File: config.mk
export PLATFORM = sky130hd
export DESIGN_NAME = trigger_step_sequencer_8x16
export DESIGN_NICKNAME = d
export VERILOG_FILES = /design/src/design/tss_pkg.sv /design/src/design/tss_timing.sv /design/src/design/tss_matrix.sv /design/src/design/trigger_step_sequencer_8x16.sv
export VERILOG_INCLUDE_DIRS = /design/src /design/src/design
export SDC_FILE = /design/constraint.sdc
export NUM_CORES = 1
export LEC_CHECK = 0
export ABC_AREA = 1
export BUFFER_PORTS_ARGS = -buffer_cell sky130_fd_sc_hd__buf_4
export CAP_MARGIN = 25
export CORE_ASPECT_RATIO = 0.8
export CORE_UTILIZATION = 35
export CTS_BUF_LIST = sky130_fd_sc_hd__clkbuf_4 sky130_fd_sc_hd__clkbuf_8 sky130_fd_sc_hd__clkbuf_16
export CTS_CLUSTER_DIAMETER = 200
export CTS_CLUSTER_SIZE = 16
export DETAILED_ROUTE_END_ITERATION = 8
export SKIP_CTS_REPAIR_TIMING = 1
export SLEW_MARGIN = 20
export SYNTH_ARGS = -nofsm -noshare
export SYNTH_HDL_FRONTEND = slang
export SYNTH_HIERARCHICAL = 1
export SYNTH_SLANG_ARGS = --single-unit
File: constraint.sdc
create_clock -name clk -period 7.7 [get_ports clk]
set_input_delay 0.77 -clock clk [delete_from_list [all_inputs] [get_ports clk]]
set_output_delay 0.77 -clock clk [all_outputs]
set_load 0.05 [all_outputs]
File: src/design/trigger_step_sequencer_8x16_defines.svh
// Assertion macros for the trigger step sequencer.
// Used by the top level only; no other dependencies.
`ifndef TRIGGER_STEP_SEQUENCER_8X16_DEFINES_SVH
`define TRIGGER_STEP_SEQUENCER_8X16_DEFINES_SVH

`ifndef NO_ASSERTIONS
`define TSS_ASSERT_NOW(name, ante, cons, msg) \
  name: assert property (@(posedge clk) disable iff (rst) (ante) |-> (cons)) else $error(msg);
`define TSS_ASSERT_NEXT(name, ante, cons, msg) \
  name: assert property (@(posedge clk) disable iff (rst) (ante) |=> (cons)) else $error(msg);
`else
`define TSS_ASSERT_NOW(name, ante, cons, msg)
`define TSS_ASSERT_NEXT(name, ante, cons, msg)
`endif

`endif

File: src/design/tss_pkg.sv
// Shared types and constants for the trigger step sequencer.
// No dependencies.
package tss_pkg;

  localparam int ROWS       = 8;
  localparam int STEPS      = 16;
  localparam int PHASE_BITS = 32;
  localparam int STEP_BITS  = 4;
  localparam int COUNT_BITS = 5;
  localparam int CELL_BITS  = 7;
  localparam int ROW_BITS   = CELL_BITS - STEP_BITS;

  typedef struct packed {
    logic                  run_button;
    logic                  start_level;
    logic                  stop_level;
    logic                  ext_clock_connected;
    logic                  ext_clock_level;
    logic                  reset_level;
    logic [31:0]           phase_increment;
    logic [COUNT_BITS-1:0] step_count;
    logic [ROWS-1:0]       row_buttons;
    logic [STEPS-1:0]      column_buttons;
    logic                  toggle_valid;
    logic [CELL_BITS-1:0]  toggle_cell;
  } item_t;

  typedef struct packed {
    logic [ROWS-1:0]      gates;
    logic                 clock_pulse;
    logic [STEP_BITS-1:0] current_step;
    logic                 is_running;
  } result_t;

  // per-tick status from the timing block
  typedef struct packed {
    logic                 advance;
    logic                 pulse;
    logic [STEP_BITS-1:0] step;
    logic                 running;
  } timing_t;

endpackage

File: src/design/tss_timing.sv
// Run flag, phase accumulator, step counter and their edge detectors.
// Depends on tss_pkg.
module tss_timing (
  input  logic            clk,
  input  logic            rst,
  input  logic            fire,
  input  tss_pkg::item_t  item,
  output tss_pkg::timing_t timing
);

  logic                                   run_flag, run_flag_next;
  logic [tss_pkg::PHASE_BITS-1:0]         phase_acc, phase_acc_next;
  logic [tss_pkg::STEP_BITS-1:0]          step_index, step_index_next;
  logic                                   prev_run, prev_ext, prev_ext_next, prev_rst;
  logic [tss_pkg::PHASE_BITS:0]           phase_sum;
  logic [tss_pkg::COUNT_BITS-1:0]         count_clamped;
  logic [tss_pkg::COUNT_BITS-1:0]         step_inc;
  logic                                   clk_advance;

  assign phase_sum = {1'b0, phase_acc}
                   + {1'b0, item.phase_increment[tss_pkg::PHASE_BITS-1:0]};
  assign step_inc  = tss_pkg::COUNT_BITS'(step_index) + tss_pkg::COUNT_BITS'(1);

  always_comb begin
    run_flag_next = run_flag ^ (item.run_button & ~prev_run);
    if (item.start_level) run_flag_next = 1'b1;
    if (item.stop_level) run_flag_next = 1'b0;

    phase_acc_next = phase_acc;
    prev_ext_next  = prev_ext;
    clk_advance    = 1'b0;
    if (run_flag_next) begin
      if (item.ext_clock_connected) begin
        prev_ext_next = item.ext_clock_level;
        if (item.ext_clock_level && !prev_ext) begin
          phase_acc_next = '0;
          clk_advance    = 1'b1;
        end
      end else begin
        phase_acc_next = phase_sum[tss_pkg::PHASE_BITS-1:0];
        clk_advance    = phase_sum[tss_pkg::PHASE_BITS];
      end
    end

    if (item.step_count == '0) begin
      count_clamped = tss_pkg::COUNT_BITS'(1);
    end else if (item.step_count > tss_pkg::COUNT_BITS'(tss_pkg::STEPS)) begin
      count_clamped = tss_pkg::COUNT_BITS'(tss_pkg::STEPS);
    end else begin
      count_clamped = item.step_count;
    end

    step_index_next = step_index;
    timing.advance  = clk_advance;
    if (item.reset_level && !prev_rst) begin
      phase_acc_next  = '0;
      step_index_next = '0;
      timing.advance  = 1'b1;
    end else if (clk_advance) begin
      step_index_next = (step_inc >= count_clamped) ? '0
                      : step_inc[tss_pkg::STEP_BITS-1:0];
    end

    timing.pulse   = clk_advance;
    timing.step    = step_index_next;
    timing.running = run_flag_next;
  end

  always_ff @(posedge clk) begin
    if (rst) begin
      run_flag   <= 1'b1;
      phase_acc  <= '0;
      step_index <= '0;
      prev_run   <= 1'b0;
      prev_ext   <= 1'b0;
      prev_rst   <= 1'b0;
    end else if (fire) begin
      run_flag   <= run_flag_next;
      phase_acc  <= phase_acc_next;
      step_index <= step_index_next;
      prev_run   <= item.run_button;
      prev_ext   <= prev_ext_next;
      prev_rst   <= item.reset_level;
    end
  end

endmodule

File: src/design/tss_matrix.sv
// Gate matrix with row, column and single-cell editing; reads one step column.
// Depends on tss_pkg.
module tss_matrix (
  input  logic                          clk,
  input  logic                          rst,
  input  logic                          fire,
  input  tss_pkg::item_t                item,
  input  logic [tss_pkg::STEP_BITS-1:0] step,
  output logic [tss_pkg::ROWS-1:0]      gates_raw
);

  logic [tss_pkg::STEPS-1:0] matrix [tss_pkg::ROWS];
  logic [tss_pkg::STEPS-1:0] matrix_next [tss_pkg::ROWS];
  logic [tss_pkg::ROWS-1:0]  row_full, row_full_next, prev_rows, row_edges;
  logic [tss_pkg::STEPS-1:0] col_full, col_full_next, prev_cols, col_edges;
  logic [tss_pkg::ROW_BITS-1:0]  cell_row;
  logic [tss_pkg::STEP_BITS-1:0] cell_col;

  assign row_edges     = item.row_buttons & ~prev_rows;
  assign col_edges     = item.column_buttons & ~prev_cols;
  assign row_full_next = row_full ^ row_edges;
  assign col_full_next = col_full ^ col_edges;
  assign cell_row      = item.toggle_cell[tss_pkg::CELL_BITS-1:tss_pkg::STEP_BITS];
  assign cell_col      = item.toggle_cell[tss_pkg::STEP_BITS-1:0];

  // rows, then columns, then the single cell; every cell code names a real row
  always_comb begin
    for (int z = 0; z < tss_pkg::ROWS; z++) begin
      matrix_next[z] = matrix[z];
      if (row_edges[z]) matrix_next[z] = row_full_next[z] ? '1 : '0;
      matrix_next[z] = (matrix_next[z] & ~col_edges) | (col_full_next & col_edges);
      if (item.toggle_valid && cell_row == tss_pkg::ROW_BITS'(z)) begin
        matrix_next[z][cell_col] = ~matrix_next[z][cell_col];
      end
      gates_raw[z] = matrix_next[z][step];
    end
  end

  always_ff @(posedge clk) begin
    if (rst) begin
      for (int z = 0; z < tss_pkg::ROWS; z++) matrix[z] <= '0;
      row_full  <= '0;
      col_full  <= '0;
      prev_rows <= '0;
      prev_cols <= '0;
    end else if (fire) begin
      for (int z = 0; z < tss_pkg::ROWS; z++) matrix[z] <= matrix_next[z];
      row_full  <= row_full_next;
      col_full  <= col_full_next;
      prev_rows <= item.row_buttons;
      prev_cols <= item.column_buttons;
    end
  end

endmodule

File: src/design/trigger_step_sequencer_8x16.sv
// Top level of the 8 x 16 trigger step sequencer: input and result registers.
// Depends on tss_pkg, tss_timing, tss_matrix and the assertion macro header.
//
//   channel   valid          stall          payload
//   ------    ------------   ------------   ----------------------
//   in        item_valid     item_stall     item   (tss_pkg::item_t)
//   out       result_valid   result_stall   result (tss_pkg::result_t)
//
// One request per cycle sustained while result_stall is low; an accepted request
// passes the input register, then one pass of step logic, into the result register.
// Reset empties both registers and restores the sequencer state.
// A stalled result holds; the input register still takes one more request,
// after which item_stall rises until the result moves.
`include "trigger_step_sequencer_8x16_defines.svh"

module trigger_step_sequencer_8x16 (
  input  logic             clk,
  input  logic             rst,
  input  logic             item_valid,
  output logic             item_stall,
  input  tss_pkg::item_t   item,
  output logic             result_valid,
  input  logic             result_stall,
  output tss_pkg::result_t result
);

  tss_pkg::item_t           held;
  logic                     held_valid;
  logic                     fire;
  tss_pkg::timing_t         timing;
  logic [tss_pkg::ROWS-1:0] gates_raw;

  assign fire       = held_valid && (!result_valid || !result_stall);
  assign item_stall = held_valid && !fire;

  tss_timing u_timing (
    .clk    (clk),
    .rst    (rst),
    .fire   (fire),
    .item   (held),
    .timing (timing)
  );

  tss_matrix u_matrix (
    .clk       (clk),
    .rst       (rst),
    .fire      (fire),
    .item      (held),
    .step      (timing.step),
    .gates_raw (gates_raw)
  );

  always_ff @(posedge clk) begin
    if (rst) begin
      held_valid   <= 1'b0;
      result_valid <= 1'b0;
    end else begin
      if (!item_stall) held_valid <= item_valid;
      if (fire) begin
        result_valid <= 1'b1;
      end else if (!result_stall) begin
        result_valid <= 1'b0;
      end
    end
    if (item_valid && !item_stall) held <= item;
    if (fire) begin
      result.gates        <= timing.advance ? '0 : gates_raw;
      result.clock_pulse  <= timing.pulse;
      result.current_step <= timing.step;
      result.is_running   <= timing.running;
    end
  end

  `TSS_ASSERT_NOW(a_pulse_gates_low, result_valid && result.clock_pulse, result.gates == '0, "gates high on an advancing tick")
  `TSS_ASSERT_NOW(a_pulse_running, result_valid && result.clock_pulse, result.is_running, "clock pulse while stopped")
  `TSS_ASSERT_NEXT(a_held_moves, held_valid && !result_stall, result_valid, "held request not passed to result")

endmodule
==> impl_metrics.csv, run 1 <==
group,metric,value,unit
timing,max_freq,241,MHz
global_routing,grt_pass1_vias,17400,
worst_setup_path,critPathLaunchType,"flip-flop",
place,place_congestion,0.938,
global_routing,grt_max_degree,63,
cts,htreeDepth,1,
flow_run,max_cap_violations,0,
cells_and_area,fin_util,0.388,
cells_and_area,area_growth_syn_to_layout,9.56,%
cells_and_area,drive_gt1_frac,0.108,
timing,rsz0062_at_grt,"false",
power,p_per_area,180,nW/µm²
yosys,synth_area_leaders,"edfxtp_1, nand2_1, dfxtp_1, nand3_1, inv_1",
timing,fin_crit_sh,0.538,
global_routing,grt_use_total,0.225,
floorplanning,fp.dieW,273,µm
floorplanning,fp.dieH,219,µm
worst_setup_path,worstPathArrival,4.44,ns
global_routing,grt_pass1_wl,104000,µm
cts,cts_root_buf,"clkbuf_16",
yosys,yosys.area.top_type_share,0.317,
yosys,ys_warn_count,6,
cts,cts.clk_slew.worst_paths,0.08,ns
timing,setup_violations,0,
timing,final-max-slew-violation-count,0,
yosys,yosysUniqueCellTypes,44,
yosys,syn_nets,3157,
drt,drt_drc_violations_left,0,
floorplanning,die-area,59800,µm²
cts,cts.sinks,307,
cts,numCtsBuffers,23,
drt,routedWlPerCell,17.7,µm
yosys,synth.avg_cell_area,6.77,µm²
drt,drtIter0Drc,2209,
worst_setup_path,critical_path_class,"reg2reg",
timing,final-hold-violation-count,0,
cts,clock_latency,0.57,ns
yosys,async_flop_share,0,
yosys,synth_common_cells,"nand2_1, inv_1, nor2_1",
yosys,synth-seq-cells,307,
power,ir_worst_vdd,0.193,mV
timing,maxSlewHeadroom,0.369,
drt,dr_total_vias,19500,
yosys,ys.flop_type,"edfxtp_1",
floorplanning,rows,79,
min_path,hold_class,"in2reg",
timing,worstMarginPinSlew,0.946,ns
timing,tns,0,ns
cells_and_area,nNetsFinal,3180,
yosys,yosysMostFrequentCell,"nand2_1",
worst_setup_path,path_max_fanout,48,
floorplanning,pin_count,95,
floorplanning,core_area,58100,µm²
yosys,synth_edf_count,217,
yosys,synth_area,20600,µm²
run_status,run_status,"complete, no violations",
cts,cts_tree,"built",
place,hpwl,46800,µm
drt,dr.pass1.iters,7,
yosys,yosysTopAreaCell,"edfxtp_1",
worst_setup_path,end_kind,"flip-flop",
timing,post-route-min-period,4.14,ns
global_routing,antenna_found_initial,0,
yosys,ys_seq_area_frac,0.404,
power,leakagePower,0.0110,µW
global_routing,overflow,0,
drt,antenna_left,0,
cells_and_area,antenna_cells,0,
cts,clockBufferDepth,3,
place,io_buffers,94,
drt,vias_per_cell,5.08,
worst_setup_path,required,8.00,ns
floorplanning,initial_core_util,0.354,
drt,wl,67900,µm
timing,fin_worst_skew,0.0293,ns
yosys,postSynthCellCount,3039,
==> metrics by stage <==
| stage | worst slack [ns] | cells | hold WS (ns) | instance area, µm² | total power [µW] |
|---|---|---|---|---|---|
| floorplan | 2.00 | 3039 | 0.438 | 20600 | 2590 |
| global placement | 3.68 | 3806 | 0.452 | 21800 | 2830 |
| detailed placement | 3.62 | 3806 | 0.460 | 21800 | 2830 |
| CTS | 3.61 | 3847 | 0.346 | 22500 | 4090 |
| global route | 3.26 | 3847 | 0.353 | 22500 | 4270 |
| finish | 3.56 | 3847 | 0.373 | 22500 | 4070 |
==> layout make-up <==
class                   count  area [µm²]
flip-flops and latches    307        8320
inverters                 328        1240
well taps                 769         962
repair buffers            112         841
fillers                  6196       35600
clock buffers              40         703
multi-input cells        2290       10500
clock inverters             1        16.3
==> critical path: stages (launching register included) <==
cell and delay [ns]:
edfxtp_1 0.38, ha_1 0.24, fa_1 0.39, nand2_1 0.09, nand2_1 0.07, nand3_1 0.10, nand2_2 0.10, nand2_1 0.09
nand2_2 0.08, nand2_2 0.08, nand2_4 0.07, nand2_4 0.09, nand2_1 0.05, nand3_1 0.10, inv_2 0.27, inv_2 0.39
buf_4 0.57, nand3_1 0.14, nand3_1 0.12, nand3_1 0.08, nand3_1 0.17, nand2_1 0.06, inv_1 0.05, nor2_1 0.03
==> layer usage <==
layer	wire length, µm	GRT usage	up-vias
met5	0	0	-
met4	1590	0.0546	0
met3	6540	0.0400	107
met2	27200	0.324	921
met1	32600	0.342	8754
li1	-	-	9765
==> logic make-up (layout without fill, tap and decap cells) <==
kind of cell / count (synthesis) / in the layout / synth area share
and+or+nand+nor: 1952 / 1952 / 0.405
DFF: 307 / 307 / 0.404
xor gates and xnor gates: 12 / 12 / 0.00511
buffers and inverters: 442 / 481 / 0.0883
adders and majority gates: 39 / 39 / 0.0241
AOI/OAI and AO/OA: 287 / 287 / 0.0736
==> cells in the final DEF (no fill, tap or decap), types with 23 or more instances in the layout <==
cell	instances
a21oi_1	195
buf_4	112
clkbuf_16	23
dfxtp_1	90
edfxtp_1	217
ha_1	38
inv_1	321
nand2_1	1126
nand3_1	280
nor2_1	319
nor3_1	29
o21ai_0	64
or2_2	113
==> final timing paths <==
| check | slack, ns | depth (start not counted) | to | startpoint |
|---|---|---|---|---|
| worst min-delay path | 0.37 | 1 | held[5]$_DFFE_PP_ | item[5] |
| worst max register to register | 3.56 | 23 | result[10]$_SDFFCE_PP0P_ | held[37]$_DFFE_PP_ |
| worst min register to register | 0.47 | 2 | u_timing/prev_run$_SDFFE_PP0P_ | u_timing/prev_run$_SDFFE_PP0P_ |
| worst max-delay path | 3.56 | 23 | result[10]$_SDFFCE_PP0P_ | held[37]$_DFFE_PP_ |
==> flip-flops by register name, indices dropped and copies added, names as in the netlist <==
| signal | count |
|---|---|
| u_matrix/matrix | 128 |
| held | 75 |
| u_timing/phase_acc | 32 |
| u_matrix/col_full | 16 |
| u_matrix/prev_cols | 16 |
| result | 14 |
| u_matrix/prev_rows | 8 |
| u_matrix/row_full | 8 |
| u_timing/step_index | 4 |
| held_valid | 1 |
| result_valid | 1 |
| u_timing/prev_ext | 1 |
| u_timing/prev_rst | 1 |
| u_timing/prev_run | 1 |
| u_timing/run_flag | 1 |
==> where the power goes <==
group	internal (µW)	switching, µW	total, µW	leakage, µW
Clock	626	621	1250	0.000369
Combinational	272	614	886	0.00769
Sequential	1890	45.9	1930	0.00295
Total	2790	1280	4070	0.0110
Note: power is estimated with default switching activity, not from simulation.
==> run 2: changes to the inputs <==
clock period = 4.1 ns   (was 7.7 ns; I/O delays follow)
==> run 2 against run 1 <==
Compared with the run above:
- critical path depth shrank 10
- setup slack got worse by 2.8 ns
- clock-buffer cell count unchanged
- first-iteration DRC count up 0.59%
- maximum frequency rose by 23%
- via count rose by 0.55%
- critical endpoint is now result[6]$_SDFFCE_PP0P_
- largest power group unchanged
==> impl_metrics.csv, run 2 (synthesis gave the netlist of run 1 again) <==
group,metric,value,unit
cells_and_area,final_cell_mix,"nand2_1, inv_1, nor2_1, nand3_1, edfxtp_1",
worst_setup_path,crit_cells,13,
floorplanning,pin_count,95,
drt,antenna_left,0,
cts,numCtsBuffers,23,
cells_and_area,antenna_cells,0,
place,hpwl,47100,µm
drt,dr_total_vias,19700,
flow_run,max_cap_violations,0,
worst_setup_path,r2r-start,"held[1]$_DFFE_PP_",
timing,fin_crit_sh,0.821,
timing,worstMarginPinSlew,1.03,ns
worst_setup_path,ff2ff_path_depth,13,
drt,drt_drc_violations_left,0,
cells_and_area,regMostFlops,"u_matrix/matrix",
cts,cts_root_buf,"clkbuf_16",
cts,cts.sinks,307,
worst_setup_path,cp_num_buf_inv,3,
cts,clock_latency,0.58,ns
floorplanning,core_area,58100,µm²
floorplanning,fp.dieH,219,µm
worst_setup_path,worstPathArrival,3.65,ns
timing,rsz0062_at_grt,"false",
power,p_per_area,338,nW/µm²
timing,post-route-min-period,3.37,ns
cells_and_area,largest_register_ffs,128,
global_routing,grt_use_total,0.226,
cts,clockBufferDepth,3,
cells_and_area,nFillCells,6208,
timing,final-hold-violation-count,0,
worst_setup_path,crit_family,"simple AND/OR/NAND/NOR gates",
worst_setup_path,path_max_fanout,13,
drt,drtIter0Drc,2222,
drt,routedWlPerCell,17.7,µm
cells_and_area,regArea,8320,µm²
drt,vias_per_cell,5.09,
worst_setup_path,critPathLaunch,"held[1]$_DFFE_PP_",
cells_and_area,drive_gt1_frac,0.111,
global_routing,grt_pass1_vias,17500,
cts,cts.clk_slew.worst_paths,0.08,ns
worst_setup_path,cp_common_cell,"nand3_1",
worst_setup_path,critPathMaxStageDelay,0.81,ns
worst_setup_path,critPathLaunchType,"flip-flop",
worst_setup_path,reg2reg_slack,0.73,ns
min_path,min_path_cells,1,
cts,cts_tree,"built",
power,ir_worst_vdd,0.316,mV
timing,maxSlewHeadroom,0.310,
drt,wl,68500,µm
global_routing,grt_pass1_wl,104000,µm
cells_and_area,final_common_cell,"nand2_1",
timing,setup_violations,0,
timing,fin_worst_skew,0.0474,ns
floorplanning,initial_core_util,0.354,
worst_setup_path,end_kind,"flip-flop",
cells_and_area,nNetsFinal,3198,
worst_setup_path,critical_path_class,"reg2reg",
min_path,hold_class,"in2reg",
worst_setup_path,crit_chain,"nor2_2, inv_1, nor2_1, inv_1, nor2_1, or2_2, nand3_1, nand3_1, nand3_1, nand3_1, nand2_1, inv_1, nor2_1",
run_status,run_status,"complete, no violations",
cells_and_area,top_regs,"u_matrix/matrix (128), held (75), u_timing/phase_acc (32)",
cells_and_area,area_growth_syn_to_layout,10.6,%
worst_setup_path,required,4.38,ns
global_routing,antenna_found_initial,0,
worst_setup_path,r2r-end,"result[6]$_SDFFCE_PP0P_",
timing,tns,0,ns
place,io_buffers,94,
place,place_congestion,0.917,
global_routing,overflow,0,
timing,final-max-slew-violation-count,0,
floorplanning,fp.dieW,273,µm
cells_and_area,fin_util,0.391,
floorplanning,die-area,59800,µm²
floorplanning,rows,79,
cts,htreeDepth,1,
worst_setup_path,crit_end,"result[6]$_SDFFCE_PP0P_",
timing,max_freq,297,MHz
global_routing,grt_max_degree,68,
worst_setup_path,cp_slowest_cell,"nor2_2",
power,leakagePower,0.0111,µW
drt,dr.pass1.iters,6,
cells_and_area,multi_input_area,10500,µm²
run 2: layer usage:
metal,vias to the layer above,track usage,share of wire
met2,935,0.335,0.41
met1,8860,0.341,0.47
met3,98,0.0333,0.094
li1,9761,-,-
met4,0,0.0525,0.021
met5,-,0,0
run 2: how the worst min path moves through the flow:
stage | to | startpoint | slack, ns
finish | held[25]$_DFFE_PP_ | item[25] | 0.01
floorplan | u_timing/prev_run$_SDFFE_PP0P_ | u_timing/prev_run$_SDFFE_PP0P_ | 0.44
global placement | u_timing/prev_run$_SDFFE_PP0P_ | u_timing/prev_run$_SDFFE_PP0P_ | 0.45
CTS | held[4]$_DFFE_PP_ | item[4] | -0.004
global route | held[25]$_DFFE_PP_ | item[25] | 0.0007
detailed placement | u_timing/prev_run$_SDFFE_PP0P_ | u_timing/prev_run$_SDFFE_PP0P_ | 0.46
run 2: worst register-to-register path: cells and delay by family (launching register included):
family,cells,cell delay (ns)
buf+inv,3,0.55
simple gates,10,2.11
flops,1,0.45
run 2: metrics by stage:
| stage | instances | setup slack [ns] | total power [µW] | cell area (µm²) | hold slack, ns |
|---|---|---|---|---|---|
| 5_1_grt | 3865 | 0.501 | 8060 | 22800 | 0.000655 |
| 3_3_place_gp | 3819 | 0.859 | 5360 | 22000 | 0.455 |
| 2_1_floorplan | 3039 | 0.554 | 4850 | 20600 | 0.438 |
| 6_report | 3865 | 0.735 | 7700 | 22800 | 0.0123 |
| 3_5_place_dp | 3819 | 0.825 | 5360 | 22000 | 0.457 |
| 4_1_cts | 3860 | 0.833 | 7710 | 22700 | -0.00433 |
run 2: power breakdown:
part	switching (µW)	internal, µW	leakage [µW]	total [µW]
Combinational	1170	535	0.00780	1710
Sequential	85.8	3540	0.00295	3630
Clock	1180	1180	0.000369	2360
Total	2440	5260	0.0111	7700
run 2: final cells by class:
type,count,share of cell area
clock buffer,40,0.0309
clock inverter,1,0.000715
inverter,328,0.0544
multi-input combinational,2290,0.460
sequential,307,0.366
tap,769,0.0423
timing repair buffer,130,0.0456
